===== config.mk =====
export PLATFORM = sky130hd
export DESIGN_NAME = vibration_pattern_sequencer
export DESIGN_NICKNAME = d
export VERILOG_FILES = /design/src/hw/rtl/vps_pkg.sv /design/src/hw/rtl/vps_entry_ram.sv /design/src/hw/rtl/vibration_pattern_sequencer.sv
export VERILOG_INCLUDE_DIRS = /design/src /design/src/hw/rtl
export SDC_FILE = /design/constraint.sdc
export NUM_CORES = 2
export LEC_CHECK = 0
export ABC_AREA = 1
export ABC_CLOCK_PERIOD_IN_PS = 14900
export BUFFER_PORTS_ARGS = -buffer_cell sky130_fd_sc_hd__buf_4
export CORE_MARGIN = 1
export CORE_UTILIZATION = 60
export CTS_BUF_LIST = sky130_fd_sc_hd__clkbuf_4 sky130_fd_sc_hd__clkbuf_8 sky130_fd_sc_hd__clkbuf_16
export DETAILED_ROUTE_END_ITERATION = 12
export PLACE_DENSITY_LB_ADDON = 0.05
export REMOVE_ABC_BUFFERS = 1
export SLEW_MARGIN = 40
export SYNTH_ARGS = -nofsm -noshare
export SYNTH_HDL_FRONTEND = slang
export SYNTH_SLANG_ARGS = --single-unit

===== constraint.sdc =====
create_clock -name clk -period 14.9 [get_ports clk]
set_input_delay 2.98 -clock clk [delete_from_list [all_inputs] [get_ports clk]]
set_output_delay 2.98 -clock clk [all_outputs]
set_load 0.005 [all_outputs]

===== src/hw/rtl/assert_macros.svh =====
// Assertion macros shared by the RTL of the vibration pattern sequencer.
`ifndef ASSERT_MACROS_SVH
`define ASSERT_MACROS_SVH

// Property that must hold at every clock edge outside reset.
`define VPS_ASSERT(label, prop, msg) \
	label: assert property (@(posedge clk) disable iff (!arst_n) (prop)) else $error(msg);

// Same-cycle implication.
`define VPS_ASSERT_IMPL(label, ante, cons, msg) \
	label: assert property (@(posedge clk) disable iff (!arst_n) (ante) |-> (cons)) else $error(msg);

// Next-cycle implication.
`define VPS_ASSERT_NEXT(label, ante, cons, msg) \
	label: assert property (@(posedge clk) disable iff (!arst_n) (ante) |=> (cons)) else $error(msg);

`endif


===== src/hw/rtl/vps_pkg.sv =====
// Shared types, codes and helpers of the vibration pattern sequencer.
`default_nettype none

package vps_pkg;

	localparam int PATTERN_DEPTH_DEF = 8;
	localparam int ENTRY_DEPTH_DEF   = 256;

	localparam int DUR_W  = 15;  // stored interval, clamped to 0..32767
	localparam int IN_W   = 16;  // signed duration fields of a request
	localparam int REP_W  = 8;
	localparam int REQ_W  = 2;
	localparam int ST_W   = 2;
	localparam int WAIT_W = 4;

	// Request types
	localparam logic [REQ_W-1:0] REQ_ENTRY = 2'd0;
	localparam logic [REQ_W-1:0] REQ_PULSE = 2'd1;
	localparam logic [REQ_W-1:0] REQ_TICK  = 2'd2;

	// Status codes
	localparam logic [ST_W-1:0] ST_OK      = 2'd0;
	localparam logic [ST_W-1:0] ST_QFULL   = 2'd1;
	localparam logic [ST_W-1:0] ST_NOSPACE = 2'd2;

	typedef struct packed {
		logic [REQ_W-1:0]       req_type;
		logic signed [IN_W-1:0] duration;
		logic                   last_entry;
		logic signed [IN_W-1:0] on_time;
		logic signed [IN_W-1:0] off_time;
		logic [REP_W-1:0]       repeat_count;
	} vps_req_t;

	typedef struct packed {
		logic [ST_W-1:0]   status;
		logic              motor_pin;
		logic              busy_res;
		logic [WAIT_W-1:0] patterns_waiting;
	} vps_res_t;

	// Negative durations become zero
	function automatic logic [DUR_W-1:0] clamp_dur(input logic signed [IN_W-1:0] v);
		return v[IN_W-1] ? '0 : v[DUR_W-1:0];
	endfunction

endpackage

`default_nettype wire


===== src/hw/rtl/vps_entry_ram.sv =====
// Entry store: one write port, one read port with registered read data.
`default_nettype none

module vps_entry_ram
	import vps_pkg::*;
#(
	parameter int DEPTH = ENTRY_DEPTH_DEF,
	parameter int DW    = DUR_W,
	localparam int AW   = $clog2(DEPTH)
) (
	input  logic          clk,
	input  logic          we,
	input  logic [AW-1:0] waddr,
	input  logic [DW-1:0] wdata,
	input  logic [AW-1:0] raddr,
	output logic [DW-1:0] rdata
);

	logic [DW-1:0] mem [DEPTH];

	always_ff @(posedge clk) begin
		if (we) begin
			mem[waddr] <= wdata;
		end
		rdata <= mem[raddr];
	end

endmodule

`default_nettype wire


===== src/hw/rtl/vibration_pattern_sequencer.sv =====
// Top level of the vibration pattern sequencer: request sequencer, pattern queue, playback.
//
//  channel   | signals                 | handshake
//  ----------+-------------------------+---------------------------------------
//  request   | start, busy, req        | taken at an edge with start & !busy
//  result    | done, res               | one cycle strobe, cannot be held off
//  config    | cfg_we, cfg_wdata       | written at an edge with cfg_we high
//
// A transaction passes through exec, then settle, which alternates with pop and consume
// while playback settles; a pulse first writes its stored entries (2 x repeat, a zero
// repeat counting as one) in the fill state. The entry RAM has one write and one registered
// read port, so fills run one entry per cycle and each entry read spans settle and consume.
// Reset is asynchronous and clears all control state; entry and queue memories are
// not cleared. The result cannot be stalled; busy stays high until the result strobe.
`default_nettype none

`include "assert_macros.svh"

module vibration_pattern_sequencer
	import vps_pkg::*;
#(
	parameter int PATTERN_DEPTH = PATTERN_DEPTH_DEF,
	parameter int ENTRY_DEPTH   = ENTRY_DEPTH_DEF
) (
	input  logic     clk,
	input  logic     arst_n,
	input  logic     start,
	input  vps_req_t req,
	output logic     busy,
	output logic     done,
	output vps_res_t res,
	input  logic     cfg_we,
	input  logic     cfg_wdata
);

	localparam int EA = $clog2(ENTRY_DEPTH);
	localparam int LW = $clog2(ENTRY_DEPTH + 1);
	localparam int QA = (PATTERN_DEPTH > 1) ? $clog2(PATTERN_DEPTH) : 1;
	localparam int QC = $clog2(PATTERN_DEPTH + 1);
	localparam int SW = ((LW > REP_W + 1) ? LW : REP_W + 1) + 1;

	localparam logic [EA-1:0] ADDR_LAST = EA'(ENTRY_DEPTH - 1);
	localparam logic [QA-1:0] QPTR_LAST = QA'(PATTERN_DEPTH - 1);

	localparam logic [2:0] S_IDLE    = 3'd0;
	localparam logic [2:0] S_EXEC    = 3'd1;
	localparam logic [2:0] S_FILL    = 3'd2;
	localparam logic [2:0] S_SETTLE  = 3'd3;
	localparam logic [2:0] S_POP     = 3'd4;
	localparam logic [2:0] S_CONSUME = 3'd5;

	typedef struct packed {
		logic [EA-1:0] start;
		logic [LW-1:0] len;
	} qent_t;

	function automatic logic [EA-1:0] wrap_sum(input logic [EA-1:0] a, input logic [LW-1:0] b);
		logic [LW:0] s;
		s = (LW+1)'(a) + (LW+1)'(b);
		if (s >= (LW+1)'(ENTRY_DEPTH)) begin
			s = s - (LW+1)'(ENTRY_DEPTH);
		end
		return s[EA-1:0];
	endfunction

	function automatic logic [EA-1:0] addr_inc(input logic [EA-1:0] a);
		return (a == ADDR_LAST) ? '0 : a + 1'b1;
	endfunction

	function automatic logic [QA-1:0] qptr_inc(input logic [QA-1:0] p);
		return (p == QPTR_LAST) ? '0 : p + 1'b1;
	endfunction

	logic [2:0]       state_q;
	vps_req_t         req_q;
	logic [ST_W-1:0]  status_q;
	logic             active_high_q;
	logic [QA-1:0]    q_head_q;
	logic [QA-1:0]    q_tail_q;
	logic [QC-1:0]    q_count_q;
	logic [EA-1:0]    alloc_q;
	logic [LW-1:0]    used_q;
	logic [LW-1:0]    build_q;
	logic [EA-1:0]    play_addr_q;
	logic [LW-1:0]    play_left_q;
	logic [DUR_W-1:0] interval_q;
	logic             phase_on_q;
	logic             playing_q;
	logic [EA-1:0]    fill_addr_q;
	logic [LW-1:0]    fill_left_q;
	logic             fill_odd_q;
	logic [LW-1:0]    pulse_len_q;
	logic             done_q;
	vps_res_t         res_q;
	qent_t            q_rd_q;
	qent_t            queue_mem [PATTERN_DEPTH];

	logic [DUR_W-1:0] dur_c;
	logic [DUR_W-1:0] on_c;
	logic [DUR_W-1:0] off_c;
	logic [REP_W-1:0] rep_c;
	logic [REP_W:0]   pulse_n_c;
	logic             no_room_entry;
	logic             no_room_pulse;
	logic             q_full;
	logic [LW-1:0]    build_next;
	logic             commit_go;
	logic [LW-1:0]    commit_len;
	logic             finish;
	logic             motor;
	logic             ram_we;
	logic [EA-1:0]    ram_waddr;
	logic [DUR_W-1:0] ram_wdata;
	logic [DUR_W-1:0] ram_rdata;

	// Request decode and space checks
	always_comb begin
		dur_c         = clamp_dur(req_q.duration);
		on_c          = clamp_dur(req_q.on_time);
		off_c         = clamp_dur(req_q.off_time);
		rep_c         = (req_q.repeat_count == '0) ? REP_W'(1) : req_q.repeat_count;
		pulse_n_c     = {rep_c, 1'b0};
		no_room_entry = ((LW+1)'(used_q) + (LW+1)'(build_q)) >= (LW+1)'(ENTRY_DEPTH);
		no_room_pulse = (SW'(used_q) + SW'(pulse_n_c)) > SW'(ENTRY_DEPTH);
		q_full        = q_count_q >= QC'(PATTERN_DEPTH);
		build_next    = build_q + 1'b1;
	end

	// Entry RAM write port and commit of a finished pattern
	always_comb begin
		ram_we     = 1'b0;
		ram_waddr  = wrap_sum(alloc_q, build_q);
		ram_wdata  = dur_c;
		commit_go  = 1'b0;
		commit_len = build_next;
		if (state_q == S_EXEC && req_q.req_type == REQ_ENTRY && !no_room_entry) begin
			ram_we    = 1'b1;
			commit_go = req_q.last_entry && !q_full;
		end else if (state_q == S_FILL) begin
			ram_we     = 1'b1;
			ram_waddr  = fill_addr_q;
			ram_wdata  = fill_odd_q ? off_c : on_c;
			commit_len = pulse_len_q;
			commit_go  = (fill_left_q == LW'(1));
		end
	end

	// Playback settles when idle with nothing queued or an interval is running
	assign finish = (state_q == S_SETTLE) &&
		((!playing_q && q_count_q == '0) || (playing_q && interval_q != '0));
	assign motor = playing_q && phase_on_q && (interval_q != '0);

	vps_entry_ram #(
		.DEPTH(ENTRY_DEPTH),
		.DW   (DUR_W)
	) u_entry_ram (
		.clk  (clk),
		.we   (ram_we),
		.waddr(ram_waddr),
		.wdata(ram_wdata),
		.raddr(play_addr_q),
		.rdata(ram_rdata)
	);

	// Pattern queue memory
	always_ff @(posedge clk) begin
		if (commit_go) begin
			queue_mem[q_tail_q] <= '{start: alloc_q, len: commit_len};
		end
		q_rd_q <= queue_mem[q_head_q];
	end

	// Request capture and result register
	always_ff @(posedge clk) begin
		if (state_q == S_IDLE && start) begin
			req_q <= req;
		end
		if (finish) begin
			res_q.status           <= status_q;
			res_q.motor_pin        <= active_high_q ? motor : !motor;
			res_q.busy_res         <= playing_q;
			res_q.patterns_waiting <= WAIT_W'(q_count_q);
		end
	end

	// Main sequencer
	always_ff @(posedge clk or negedge arst_n) begin
		if (!arst_n) begin
			state_q       <= S_IDLE;
			status_q      <= ST_OK;
			active_high_q <= 1'b1;
			q_head_q      <= '0;
			q_tail_q      <= '0;
			q_count_q     <= '0;
			alloc_q       <= '0;
			used_q        <= '0;
			build_q       <= '0;
			play_addr_q   <= '0;
			play_left_q   <= '0;
			interval_q    <= '0;
			phase_on_q    <= 1'b0;
			playing_q     <= 1'b0;
			fill_addr_q   <= '0;
			fill_left_q   <= '0;
			fill_odd_q    <= 1'b0;
			pulse_len_q   <= '0;
			done_q        <= 1'b0;
		end else begin
			done_q <= finish;
			if (cfg_we) begin
				active_high_q <= cfg_wdata;
			end

			case (state_q)
				S_IDLE: begin
					if (start) begin
						state_q <= S_EXEC;
					end
				end

				S_EXEC: begin
					case (req_q.req_type)
						REQ_ENTRY: begin
							state_q <= S_SETTLE;
							if (no_room_entry) begin
								build_q  <= '0;
								status_q <= ST_NOSPACE;
							end else if (req_q.last_entry) begin
								build_q  <= '0;
								status_q <= q_full ? ST_QFULL : ST_OK;
							end else begin
								build_q  <= build_next;
								status_q <= ST_OK;
							end
						end
						REQ_PULSE: begin
							build_q <= '0;
							if (no_room_pulse) begin
								status_q <= ST_NOSPACE;
								state_q  <= S_SETTLE;
							end else if (q_full) begin
								status_q <= ST_QFULL;
								state_q  <= S_SETTLE;
							end else begin
								status_q    <= ST_OK;
								fill_addr_q <= alloc_q;
								fill_left_q <= LW'(pulse_n_c);
								pulse_len_q <= LW'(pulse_n_c);
								fill_odd_q  <= 1'b0;
								state_q     <= S_FILL;
							end
						end
						REQ_TICK: begin
							state_q  <= S_SETTLE;
							status_q <= ST_OK;
							if (playing_q && interval_q != '0) begin
								interval_q <= interval_q - 1'b1;
							end
						end
						default: begin
							state_q  <= S_SETTLE;
							status_q <= ST_OK;
						end
					endcase
				end

				// Pulse expansion: alternate on and off entries, one per cycle
				S_FILL: begin
					fill_addr_q <= addr_inc(fill_addr_q);
					fill_left_q <= fill_left_q - 1'b1;
					fill_odd_q  <= !fill_odd_q;
					if (fill_left_q == LW'(1)) begin
						state_q <= S_SETTLE;
					end
				end

				S_SETTLE: begin
					if (finish) begin
						state_q <= S_IDLE;
					end else if (!playing_q) begin
						state_q <= S_POP;
					end else if (play_left_q == '0) begin
						playing_q  <= 1'b0;
						phase_on_q <= 1'b0;
					end else begin
						state_q <= S_CONSUME;
					end
				end

				// Start the pattern at the queue head
				S_POP: begin
					play_addr_q <= q_rd_q.start;
					play_left_q <= q_rd_q.len;
					q_head_q    <= qptr_inc(q_head_q);
					q_count_q   <= q_count_q - 1'b1;
					playing_q   <= 1'b1;
					phase_on_q  <= 1'b0;
					interval_q  <= '0;
					state_q     <= S_SETTLE;
				end

				// Entry read data is back; zero entries fall through next settle
				S_CONSUME: begin
					phase_on_q  <= !phase_on_q;
					interval_q  <= ram_rdata;
					play_addr_q <= addr_inc(play_addr_q);
					play_left_q <= play_left_q - 1'b1;
					used_q      <= used_q - 1'b1;
					state_q     <= S_SETTLE;
				end

				default: begin
					state_q <= S_IDLE;
				end
			endcase

			// Commit to the queue; never in the same cycle as a pop or consume
			if (commit_go) begin
				q_tail_q  <= qptr_inc(q_tail_q);
				q_count_q <= q_count_q + 1'b1;
				alloc_q   <= wrap_sum(alloc_q, commit_len);
				used_q    <= used_q + commit_len;
			end
		end
	end

	assign busy = (state_q != S_IDLE);
	assign done = done_q;
	assign res  = res_q;

	// Checks
	`VPS_ASSERT_NEXT(a_accept_busy, start && !busy, busy, "accepted transaction did not raise busy")
	`VPS_ASSERT_IMPL(a_idle_queue, state_q == S_IDLE && !playing_q, q_count_q == '0, "pattern waits while playback is idle")
	`VPS_ASSERT_IMPL(a_idle_phase, !playing_q && state_q == S_IDLE, !phase_on_q, "phase on without a pattern playing")
	`VPS_ASSERT(a_space, ((LW+1)'(used_q) + (LW+1)'(build_q)) <= (LW+1)'(ENTRY_DEPTH), "entry space overcommitted")

endmodule

`default_nettype wire

# [Word level (Yosys, flattened, before mapping)]
# Memory sizes are Yosys's and may differ from the RTL's. A register that Yosys moved wholly into a read port is not among the register bits.
# Index checks and enable logic that the tools add are counted.
[word_totals] regBits=170 mem_bits_rw=3976 in_bits=64 out_inout_bits=10 mem_count=2
[classes] n_addsub=18 n_lt_le_gt_ge=5 n_eq_ne=23 n_mux=72 bitwise_logic=2 reduce_logical=39
[mem_list] memory="u_entry_ram.mem" depth=256 width=15 read_ports=1 rd_ports_with_merged_regs=1 wr=1 line="vps_entry_ram.sv:19" source="logic [DW-1:0] mem [DEPTH];"
[mem_list] memory="queue_mem" depth=8 width=17 read_ports=1 rd_ports_with_merged_regs=1 wr=1 line="vibration_pattern_sequencer.sv:96" source="qent_t queue_mem [PATTERN_DEPTH];"
[ops] op="2-to-1 mux 15 bit" count=8
[ops] op="2-to-1 mux 9 bit" count=9
[ops] op="2-to-1 mux 8 bit" count=10
[ops] op="case mux 9 bit (2 select lines)" count=3
[ops] op="case mux 15 bit (3 select lines)" count=1
[ops] op="case mux 8 bit (2 select lines)" count=2
[ops] op=">= comparator 10 x 9 -> 1 bit (second input constant)" count=3
[ops] op="subtractor 9 x 1 -> 9 bit (second input constant)" count=3
[ops] op="2-to-1 mux 1 bit" count=23
[ops] op="2-to-1 mux 3 bit" count=7
[ops] op="adder 8 x 9 -> 10 bit" count=2
[ops] op="adder 9 x 9 -> 10 bit" count=2
[ops] op="adder 8 x 1 -> 8 bit (second input constant)" count=2
[ops] op="== test 8 bit (second input constant)" count=2
[ops] op="subtractor 8 x 1 -> 8 bit (second input constant)" count=2
[ops] op="case mux 3 bit (5 select lines)" count=1
[ops] op="nonzero test 15 bit" count=1
[ops] op="subtractor 15 x 1 -> 15 bit (second input constant)" count=1
[ops] op="== test 3 bit (second input constant)" count=4
[ops] op="AND reduction 4 bit" count=3
[ops] op="nonzero test 2 bit" count=6
[ops] op="> comparator 10 x 9 -> 1 bit (second input constant)" count=1
[ops] op="inequality test 2 x 1 -> 1 bit (second input constant)" count=5
[ops] op="inequality test 2 bit (second input constant)" count=5
[ops] op="other kinds (30)" count=53

# [Logic depth before layout (Yosys ltp)]
[logic_depth] ltp_word=8 mapped_depth=24

# [Modules after synthesis]
# Synthesis repeated with hierarchy kept, for this count alone.
[hier_totals] cells_unflattened=14368 area_unflattened_um2=170997.8
[modules_own_cells] module="vps_entry_ram" instances=1 cells_per_inst=12792 area_per_inst_um2=155575.5 seq_area_each_um2=115610.9
[modules_own_cells] module="vibration_pattern_sequencer" instances=1 cells_per_inst=1576 area_per_inst_um2=15422.3 seq_area_each_um2=9014.9

# [Worst setup path after synthesis]
# OpenSTA, ideal clock, no wires.
[synth_path] kind="input -> register" from="input start" to="register req_q[0] in the netlist's numbering (enable)" setup_time_ns=0.476 t_arrival_ns=5.484 slack_ns=8.940 cell_stages=2 cell_sequence="inv_1 > nor2_1"
[synth_between] elab_chain_len=1
[synth_lines] element="from (decl)" line="vibration_pattern_sequencer.sv:27" source="input logic start,"
[synth_lines] element="logical AND 1 bit" line="vibration_pattern_sequencer.sv:175" source="if (state_q == S_IDLE && start) begin"
[synth_lines] element="to (signal assigned)" line="vibration_pattern_sequencer.sv:176" source="req_q <= req;"
[synth_lines] element="to (decl)" line="vibration_pattern_sequencer.sv:75" source="vps_req_t req_q;"
# Every way passes these cells.
# A chain may end at the register's enable or synchronous reset.

==> flow_summary_export.csv <==
group,metric,value,unit
status,outcome,"completed",
routing,ant_nets,0,
flow_run,maxCapViolations,0,
cts,cts_resized,0,
sta,post-route-period-util,39.14,%
critical_path,r2r_cells,15,
yosys,seq_area_frac_synth,73.84,%
routing,dr.pass1.iters,9,
routing,drcViolationCount,0,
sta,setup-tns-final,0,ps
sta,hold_violations,0,
routing,drt-total-wl,481500,um
power_and_ir_drop,power.density,206.8,nW/um^2
cells_and_area,final_common_cell,"edfxtp_1",
yosys,synth_area_per_cell,12.34,um^2
worst_hold_path,hold_depth,2,
critical_path,crit_top_cell,"nand3_1",
cts,cts_tree,"yes",
yosys,ys_types,55,
critical_path,crit_required,15780,ps
die,fp.dieW,532.4,um
grt,grt.total_usage,33.57,%
place,dpl.hpwl,267700,um
cells_and_area,fin_cells,17730,
critical_path,path_class,"flop to flop",
yosys,synth_area,168800,um^2
power_and_ir_drop,p_leak,63.11,nW
grt,overflow,0,
grt,grt_pass1_vias,106400,
worst_hold_path,hold_path.class,"flop to flop",
place,placed_cell_area,173700,um^2
routing,viasPerCell,6.325,
place,io_buffers,73,
place,gp_congestion,0.8820,
critical_path,worst_r2r_startpoint,"play_addr_q[0]",
cts,numCtsBuffers,416,
critical_path,cp_num_cells,15,
critical_path,startpoint,"play_addr_q[0]",
yosys,synth_top_area_cell,"edfxtp_1",
sta,fin_worst_skew,37.11,ps
cells_and_area,most-common-layout-cells,"edfxtp_1 (4,043), nor2_1 (2,992), o21ai_0 (2,003)",
worst_hold_path,worstHoldStart,"q_rd_q[8]",
critical_path,cp-start-kind,"flop",
die,dieArea,283400,um^2
cts,clkTransAtPathRegs,60,ps
yosys,synth_top_area_share,71.93,%
place,dp.cells,16960,
cts,cts.path.max_buffers,4,
grt,grt_max_degree,258,
critical_path,max_stage_delay,950,ps
sta,setup_viol,0,
critical_path,cp_slowest_cell,"dfrtp_4",
routing,drtIter0Drc,14870,
critical_path,crit_chain,"buf_4, buf_12, buf_4, buf_4, buf_12, nor2_1, nor2_1, o21ai_0, o211ai_1, nand3_1, nand3_1, nand3_1, nand3_1, nand3_1, nand2_1",
critical_path,arrival,6710,ps
sta,slew-limit-headroom,33.27,%
cts,postCtsSetupRepairBufs,0,
yosys,ys_warn_count,0,
sta,slew_violations,0,
cells_and_area,nNetsFinal,13780,
cells_and_area,drive_gt1_share,9.820,%
die,initial_core_util,60.36,%
sta,tightest_slew,1001,ps
sta,fin_ws,9068,ps
yosys,synthTopCellsByArea,"edfxtp_1 (72%), nor2_1 (6.8%), o21ai_0 (5.9%), nand2_1 (2.4%), nand3_1 (2.4%)",
cts,clk-insertion-delay-late,960,ps
critical_path,crit_family,"buffers and inverters",
sta,max_clock_freq,171.5,MHz
die,core-area,279600,um^2
cts,cts.sinks,4178,
cts,htreeDepth,5,
cts,cts_hold_buf,0,
cells_and_area,finalInstanceArea,187700,um^2
grt,antenna_found_initial,10,
yosys,netlist_instances,13680,
die,pin_count,74,
power_and_ir_drop,max-vdd-ir-drop,0.0002370,V
cells_and_area,syn_to_final_growth,11.22,%
sta,finalCriticalPeriod,5832,ps
routing,wl_per_cell,27.16,um
sta,rsz0062_at_grt,"false",
grt,grt_pass1_wl,704900,um
cts,cts_root_buf,"clkbuf_16",
yosys,synth-seq-cells,4178,
power_and_ir_drop,p_total,38.82,mW
die,dieHeight,532.4,um
die,rows,194,
critical_path,path_max_fanout,182,
critical_path,end_kind,"flop",
place,dp_slack,9175,ps
critical_path,cp_num_buf_inv,5,
routing,vias,112100,
-- metrics by stage --
| stage | hold WS (ps) | util, % |
|---|---|---|
| 2_1_floorplan | 413.8 | - |
| 3_3_place_gp | 438.1 | 61.93 |
| 3_5_place_dp | 441.0 | 62.13 |
| 4_1_cts | 454.9 | 67.01 |
| 5_1_grt | 471.4 | 67.13 |
| 6_report | 450.2 | 67.13 |
-- state kept, by name (all words and copies together) (netlist names), 9 cells and up --
register	count
req_q	59
build_q	9
interval_q	15
used_q	9
queue_mem	136
u_entry_ram.rdata	15
u_entry_ram.mem	3840
q_rd_q	17
play_left_q	9
fill_left_q	9
-- worst min-delay path: stages (launching register included) --
cell,delay [ps]
dfxtp_1,300
nand2_1,40
nand3_1,70
-- Yosys cell counts (all sizes together) --
master / number
a21oi: 278
a221oi: 1
a22oi: 9
a31oi: 29
a32oi: 4
a41o: 1
and2: 2
and3: 1
buf: 447
clkbuf: 466
clkinv: 9
dfrtp: 102
dfstp: 1
dfxtp: 32
edfxtp: 4043
fa: 4
ha: 50
inv: 231
mux2: 1
nand2: 1107
nand3: 793
nand3b: 4
nand4: 16
nor2: 3067
nor3: 14
nor4: 6
o211ai: 489
o21a: 4
o21ai: 2142
o21bai: 2
o22ai: 221
o311ai: 1
o31a: 1
o31ai: 7
o32ai: 1
or2: 60
or3: 1
xnor2: 10
xor2: 26
-- worst paths after layout --
check                                            end  slack [ps]
worst max-delay path            u_entry_ram.rdata[1]        9070
worst min-delay path                  play_left_q[8]         450
worst max register to register  u_entry_ram.rdata[1]        9070
worst min register to register        play_left_q[8]         450
max in group asynchronous                 alloc_q[4]       11750
min in group asynchronous             play_left_q[2]        2010
-- power breakdown --
part,switching [mW],internal [mW]
clock,4.38,6.06
combinational,10.4,3.18
sequential,0.324,14.5
-- layout make-up --
class / instances / area, um^2
fillers: 20100 / 91910
flip-flops and latches: 4178 / 124600
multi-input cells: 8352 / 39750
clock buffers: 566 / 11920
clock inverters: 195 / 1710
repair buffers: 471 / 4065
well taps: 3724 / 4659
diodes: 4 / 10.01
inverters: 240 / 965.9
-- routing by layer --
metal  global-route usage, %  vias to the layer above  share of wire, %
met5                       0                        -            0.0077
met4                   15.19                        6               4.8
met3                   5.405                      994               9.6
met2                   52.49                     5924                47
met1                   46.87                    55780                39
li1                        -                    49440                 -
-- logic make-up after synthesis --
kind of cell	synth area share (%)
AO/OA/AOI/OAI	10.42
XOR/XNOR	0.1868
adder cells (fa/ha/maj)	0.4181
buffers and inverters	3.069
flip-flops	73.84
multiplexers	0.006671
AND/OR/NAND/NOR	12.06
(Power assumes the default switching activity.)
